[config.mk]
export PLATFORM = sky130hd
export DESIGN_NAME = scrt_div
export DESIGN_NICKNAME = d
export VERILOG_FILES = /design/src/design/scrt_pkg.sv /design/src/design/scrt_div.sv
export SDC_FILE = /design/constraint.sdc
export NUM_CORES = 1
export LEC_CHECK = 0
export ABC_AREA = 1
export BUFFER_PORTS_ARGS = -buffer_cell sky130_fd_sc_hd__buf_2
export CAP_MARGIN = 20
export CORE_AREA = 2 2 90 110
export DETAILED_ROUTE_END_ITERATION = 8
export DIE_AREA = 0 0 92 112
export PLACE_DENSITY = 0.73
export SYNTH_ARGS = -nofsm -noshare
export SYNTH_HDL_FRONTEND = slang
export SYNTH_SLANG_ARGS = --single-unit
[constraint.sdc]
create_clock -name clk -period 2.6 [get_ports clk]
set_input_delay 0.39 -clock clk [delete_from_list [all_inputs] [get_ports clk]]
set_output_delay 0.39 -clock clk [all_outputs]
set_load 0.005 [all_outputs]
[src/design/scrt_pkg.sv]
// Package for the subnet connection rate tracker: payload structs, register
// indexes, sizes and the divider handshake struct. No dependencies.
package scrt_pkg;

	localparam int unsigned Entries   = 64;
	localparam int unsigned IdxBits   = $clog2(Entries);
	localparam int unsigned CountBits = 16;
	localparam logic [CountBits-1:0] CountMax = {CountBits{1'b1}};
	localparam logic [5:0] NetPrefixLen  = 6'd24;
	localparam logic [5:0] HostPrefixLen = 6'd32;

	localparam logic [2:0] RegMaxIdle    = 3'd0;
	localparam logic [2:0] RegReportCnt  = 3'd1;
	localparam logic [2:0] RegBlockCnt   = 3'd2;
	localparam logic [2:0] RegMaxMean    = 3'd3;
	localparam logic [2:0] RegEnforce    = 3'd4;
	localparam logic [2:0] RegExPrefix   = 3'd5;
	localparam logic [2:0] RegExFirst    = 3'd6;
	localparam logic [2:0] RegExLast     = 3'd7;

	localparam logic [1:0] ActNone  = 2'd0;
	localparam logic [1:0] ActShape = 2'd1;
	localparam logic [1:0] ActNull  = 2'd2;

	typedef struct packed {
		logic [31:0] source_address;
		logic [31:0] now_seconds;
	} in_item_t;

	typedef struct packed {
		logic        exempted;
		logic        entry_hit;
		logic        table_full;
		logic [15:0] connection_count;
		logic [31:0] mean_interval;
		logic        report;
		logic [1:0]  block_action;
		logic        block_detected;
		logic [5:0]  block_prefix_length;
		logic [31:0] block_address;
	} out_item_t;

	typedef struct packed {
		logic                 start;
		logic [31:0]          dividend;
		logic [CountBits-1:0] divisor;
	} div_req_t;

	typedef struct packed {
		logic        done;
		logic [31:0] quotient;
	} div_rsp_t;

	typedef struct packed {
		logic [CountBits-1:0] count;
		logic [31:0]          start_time;
		logic [31:0]          last_seen;
		logic [7:0]           first_host;
		logic                 multi_host;
		logic [23:0]          prefix;
	} entry_t;

endpackage

[src/design/scrt_div.sv]
// Restoring divider, one quotient bit a cycle.
// Depends on scrt_pkg.
module scrt_div (
	input  logic              clk,
	input  logic              arst_n,
	input  scrt_pkg::div_req_t req,
	output scrt_pkg::div_rsp_t rsp
);
	logic [31:0] quo_q;
	logic [scrt_pkg::CountBits:0] rem_q;
	logic [scrt_pkg::CountBits-1:0] den_q;
	logic [5:0] cnt_q;
	logic busy_q;
	logic done_q;
	logic [scrt_pkg::CountBits:0] trial;
	logic [scrt_pkg::CountBits:0] diff;

	assign trial = {rem_q[scrt_pkg::CountBits-1:0], quo_q[31]};
	assign diff  = trial - {1'b0, den_q};

	// shift in one dividend bit per cycle
	always_ff @(posedge clk or negedge arst_n) begin
		if (!arst_n) begin
			busy_q <= 1'b0;
			cnt_q  <= '0;
			done_q <= 1'b0;
		end else begin
			done_q <= 1'b0;
			if (req.start) begin
				busy_q <= 1'b1;
				cnt_q  <= 6'd32;
			end else if (busy_q) begin
				cnt_q <= cnt_q - 6'd1;
				if (cnt_q == 6'd1) begin
					busy_q <= 1'b0;
					done_q <= 1'b1;
				end
			end
		end
	end

	always_ff @(posedge clk) begin
		if (req.start) begin
			quo_q <= req.dividend;
			rem_q <= '0;
			den_q <= req.divisor;
		end else if (busy_q) begin
			if (!diff[scrt_pkg::CountBits]) begin
				rem_q <= diff;
				quo_q <= {quo_q[30:0], 1'b1};
			end else begin
				rem_q <= trial;
				quo_q <= {quo_q[30:0], 1'b0};
			end
		end
	end

	assign rsp.done     = done_q;
	assign rsp.quotient = quo_q;
endmodule

=== Word-level counts from Yosys, hierarchy flattened ===
Cells that the tools add are included.

* Register bits: 72
* Input bits: 51
* Output and inout bits: 33
* Word-level logic and storage cells: 22

* Add/sub/neg operators: 2
* Equality and inequality tests: 1
* Mux-type cells: 12
* Reduce and logical (&&, ||, !) cells: 1

{| class="wikitable"
|+ Operators by type and width
! operator !! count
|-
| 32-bit 2-to-1 mux || 2
|-
| 17-bit by 16-bit subtractor with 17-bit output || 1
|-
| 16-bit 2-to-1 mux || 1
|-
| 6-bit 2-to-1 mux || 2
|-
| 1-bit 2-to-1 mux || 7
|-
| 6-bit by 1-bit equality test with 1-bit output, second input constant || 1
|-
| 6-bit by 1-bit subtractor with 6-bit output, second input constant || 1
|-
| 2-bit nonzero test || 1
|}

=== Longest topological paths before layout ===
* Word-level depth: 4
* Gate-level depth with buffers: 16
* Depth with buffers taken out: 16

=== Worst setup path after synthesis ===
No wires, ideal clock.

* Kind: reg2reg
* Start: reg quo_q[31]
* End: reg quo_q[0] (data pin)
* Library setup time: 0.266 ns
* Data arrival time: 1.819 ns
* Slack: 0.515 ns
* Cell stages (with the launch flop): 15
* Path through: edfxtp_1 inv_1 ha_1 fa_1 inv_1 nand2_1 nand2_1 nand3_1 nand2_2 nand2_2 nand2_4 nand2_2 nand2_4 buf_8 o21ai_1

* Cells in the longest elaborated chain, start to end: 4

{| class="wikitable"
|+ RTL lines
! what !! RTL line !! RTL
|-
| from (decl) || scrt_div.sv:9 || <nowiki>logic [31:0] quo_q;</nowiki>
|-
| from (signal assigned) || scrt_div.sv:44 || <nowiki>quo_q <= req.dividend;</nowiki>
|-
| from (signal assigned) || scrt_div.sv:50 || <nowiki>quo_q <= {quo_q[30:0], 1'b1};</nowiki>
|-
| from (signal assigned) || scrt_div.sv:53 || <nowiki>quo_q <= {quo_q[30:0], 1'b0};</nowiki>
|-
| 17-bit by 16-bit subtractor with 17-bit output || scrt_div.sv:19 || <nowiki>assign diff = trial - {1'b0, den_q};</nowiki>
|-
| 1-bit 2-to-1 mux || scrt_div.sv:48 || <nowiki>if (!diff[scrt_pkg::CountBits]) begin</nowiki>
|-
| 32-bit 2-to-1 mux || scrt_div.sv:47 || <nowiki>end else if (busy_q) begin</nowiki>
|-
| 32-bit 2-to-1 mux || scrt_div.sv:43 || <nowiki>if (req.start) begin</nowiki>
|}

Every way passes these cells. The select of a mux whose other input is x is not followed.
A chain may end at the register's enable or synchronous reset.

=== Final worst setup path ===
* Start: reg quo_q[31]
* End: reg rem_q[4] (netlist bit)

* Cells in the longest elaborated chain, start to end: 2

{| class="wikitable"
|+ RTL lines
! what !! RTL line !! RTL
|-
| 17-bit by 16-bit subtractor with 17-bit output || scrt_div.sv:19 ||
|-
| 16-bit 2-to-1 mux || scrt_div.sv:48 ||
|-
| to (signal assigned) || scrt_div.sv:49 || <nowiki>rem_q <= diff;</nowiki>
|-
| to (signal assigned) || scrt_div.sv:52 || <nowiki>rem_q <= trial;</nowiki>
|-
| to (decl) || scrt_div.sv:10 || <nowiki>logic [scrt_pkg::CountBits:0] rem_q;</nowiki>
|}

Every way passes these cells.

==> run metrics <==
Final Hold Viols 0; number of synthesized flops with an enable pin 48; Syn Std Cell Area 4086 µm²; Max Clock Freq 0.4438 GHz; root buffer cell clkbuf_16; post-synth net total about 610; CP Max Fanout 13; Max-cap violations 0; Synth Area in Compound Gates 0.02939; FF-to-FF path depth 15; area fraction of the dominant cell type after synthesis 0.3527; Pre-antenna DRT Iters 4; clk_skew 0.004971 ns; mux cell area share after synthesis 0; clock latency on the worst-skew pair 0.33 ns; Final ANT Viol Nets 0; CTS tree built; post-CTS setup buffers 0; most used flip-flop cell after synthesis edfxtp_1; Worst Path Required roughly 2.8 ns; Detailed Route WL 9.028 mm; crit share post-route 0.8666; flop2flop setup slack 0.35 ns; internal cell power 2.767 mW; final setup TNS 0 ns; clk slew on worst S/H paths 0.05 ns; critical path capture point type flip-flop; combinational power share 0.406; status finished clean; CTS Buf Count 9; top-count cell post-synth nand2_1; number of DRC markers in iteration 0 175; WS Path Type reg2reg; GP Congestion roughly 0.9; Seq/Total Area, Yosys 0.4801; RSZ-0062 raised after global routing false; clock power share 0.238; Cell Pwr Density 918.7 nW/µm²; Initial Util 0.4408; Sink Count 72; DR vias 3605; Synthesis Warnings 0; first-pass GRT wire length 15.54 mm; async set-reset flop share out of synthesis 0.1111; critical path startpoint category flip-flop; Post-Synth Adder-Cell Area 0.06001; layout cells sized above 1 0.1873; Switching Fraction 0.3852; Die W 92 µm; Max clock buf depth 2; post-CTS resize count 0; worst hold stages 1; syn_area_per_cell roughly 7.6 µm²; final hold slack 0.2327 ns; vias in the first global route ~3500; Slew headroom 0.7099; # nets final 695; antenna fix cells 0; GRT Total Usage 0.1891; Post-synth top cells 243 x nand2_1, 85 x inv_1, 48 x edfxtp_1; Synth Area in Simple Gates 0.3157; post-DR vias/cell approximately 4.8; largest net degree at the start of global routing 36; die area 10300 µm²; area leader, netlist edfxtp_1; Die Y roughly 110 µm; leak pwr 2.678 nW; placed cell areas 4631 µm²; non-filler cells, final 753; max-slew violation count 0; Synth cell types 36; DP Cell Count 736; port bufs 83; largest family of logic cells by synthesized area simple AND/OR/NAND/NOR gates; XOR/XNOR Fraction of Synth Area 0.01500; top cells by area, synth edfxtp_1 35%, nand2_1 22%, dfxtp_1 7.8%; num rows 39; Placeable Area 9271 µm²; total gr overflow 0; HP Class in2reg; post-route core utilization 0.5283; peak supply drop 0.4791 mV; IO Pins 84; Post-route DRC 0; P&R area growth vs syn 19.87%; cell count after synthesis 536; flops & latches, synth 72; HPWL after DPL 6.773 mm; WL/cell roughly 12 µm; crit path DAT 2.47 ns; Worst-Margin Slew about 0.43 ns; Final Cell Area ~4900 µm²; Setup Viol. Count Final 0; H-tree depth 3; Final min period 2.253 ns; switching pwr 1.734 mW; Seq pwr share 0.357; antenna violations before repair 0
critical path, cell delays in order (launching register included):
cell and delay, ns:
edfxtp_1 0.34, inv_1 0.06, ha_1 0.22, fa_1 0.42, inv_1 0.07, nand2_1 0.05
nand2_1 0.10, nand3_1 0.09, nand2_2 0.10, nand2_2 0.09, nand2_4 0.08, nand2_2 0.08
nand2_2 0.23, nand2_1 0.09, nand3_1 0.07, nand2_1 0.05
per-stage QoR:
stage	setup WS [ns]	power [mW]
floorplan	0.5151	3.032
detailed placement	0.3622	3.442
global route	0.1348	4.910
CTS	0.3397	4.549
global placement	0.4340	3.388
finish	0.3469	4.500
sequential cells by signal (all words and copies together), names as in the netlist:
name / cells
busy_q: 1
cnt_q: 6
den_q: 16
done_q: 1
quo_q: 32
rem_q: 16
power groups by stage:
stage | Combinational [mW] | Clock (mW) | Sequential [mW]
4_1_cts | 1.83 | 1.11 | 1.61
5_1_grt | 2.13 | 1.15 | 1.63
2_1_floorplan | 1.44 | 0 | 1.59
3_3_place_gp | 1.77 | 0 | 1.62
3_5_place_dp | 1.82 | 0 | 1.62
6_report | 1.83 | 1.07 | 1.60
final cells by class:
type / count / area [µm²]
clock buffer: 12 / 236.5
clock inverter: 4 / 21.27
fill: 929 / 4373
inverter: 90 / 337.8
multi-input combinational: 362 / 1717
sequential: 72 / 1962
tap: 123 / 153.9
timing repair buffer: 90 / 470.5
logic make-up (layout without fill, tap and decap cells):
kind of cell,after synthesis,after routing
DFF,72,72
xor gates and xnor gates,7,7
buffers and inverters,102,196
adders and majority gates,19,19
and+or+nand+nor,313,313
AOI/OAI and AO/OA,23,23
timing repair:
action / CTS / global route
hold buffers: 1 / 0
endpoints found under the hold margin: 8 / 0
endpoints found under the setup margin: 0 / 0
per-layer routing:
metal | part of all wire | vias up | global-route usage | wire length (µm)
met5 | 0 | - | 0 | 0
met4 | 0.023 | 0 | 0.08856 | 207
met3 | 0.062 | 19 | 0.05548 | 564
met2 | 0.50 | 102 | 0.3216 | 4533
met1 | 0.41 | 1642 | 0.2185 | 3723
li1 | - | 1842 | - | -
layout by cell type, fill, tap and decap left out, types with 2 or more instances in the layout:
cell       Yosys  routed
dfxtp_1       16      16
xnor2_1        4       4
clkinv_1       2       3
inv_2          3       3
ha_1          18      18
clkbuf_16      0       9
clkinv_2       0       2
inv_1         85      85
xor2_1         3       3
nor3_1         4       4
nand2_2        7       7
o21ai_1        4       4
buf_2          2      83
o21ai_0        5       5
edfxtp_1      48      48
clkbuf_1       6       3
nand2_4        2       2
nand2_1      243     243
a21oi_1       12      12
nand3_1       29      29
dfrtp_1        8       8
nor2_1        16      16
buf_4          1       6
nand4_1        4       4
worst paths after layout:
check,start,to
max in group asynchronous,arst_n,done_q
worst min register to register,rem_q[1],rem_q[1]
worst min-delay path,req[13],den_q[13]
min in group asynchronous,arst_n,cnt_q[1]
worst max-delay path,quo_q[31],rem_q[4]
worst max register to register,quo_q[31],rem_q[4]
Note: power is estimated with default switching activity, not from simulation.
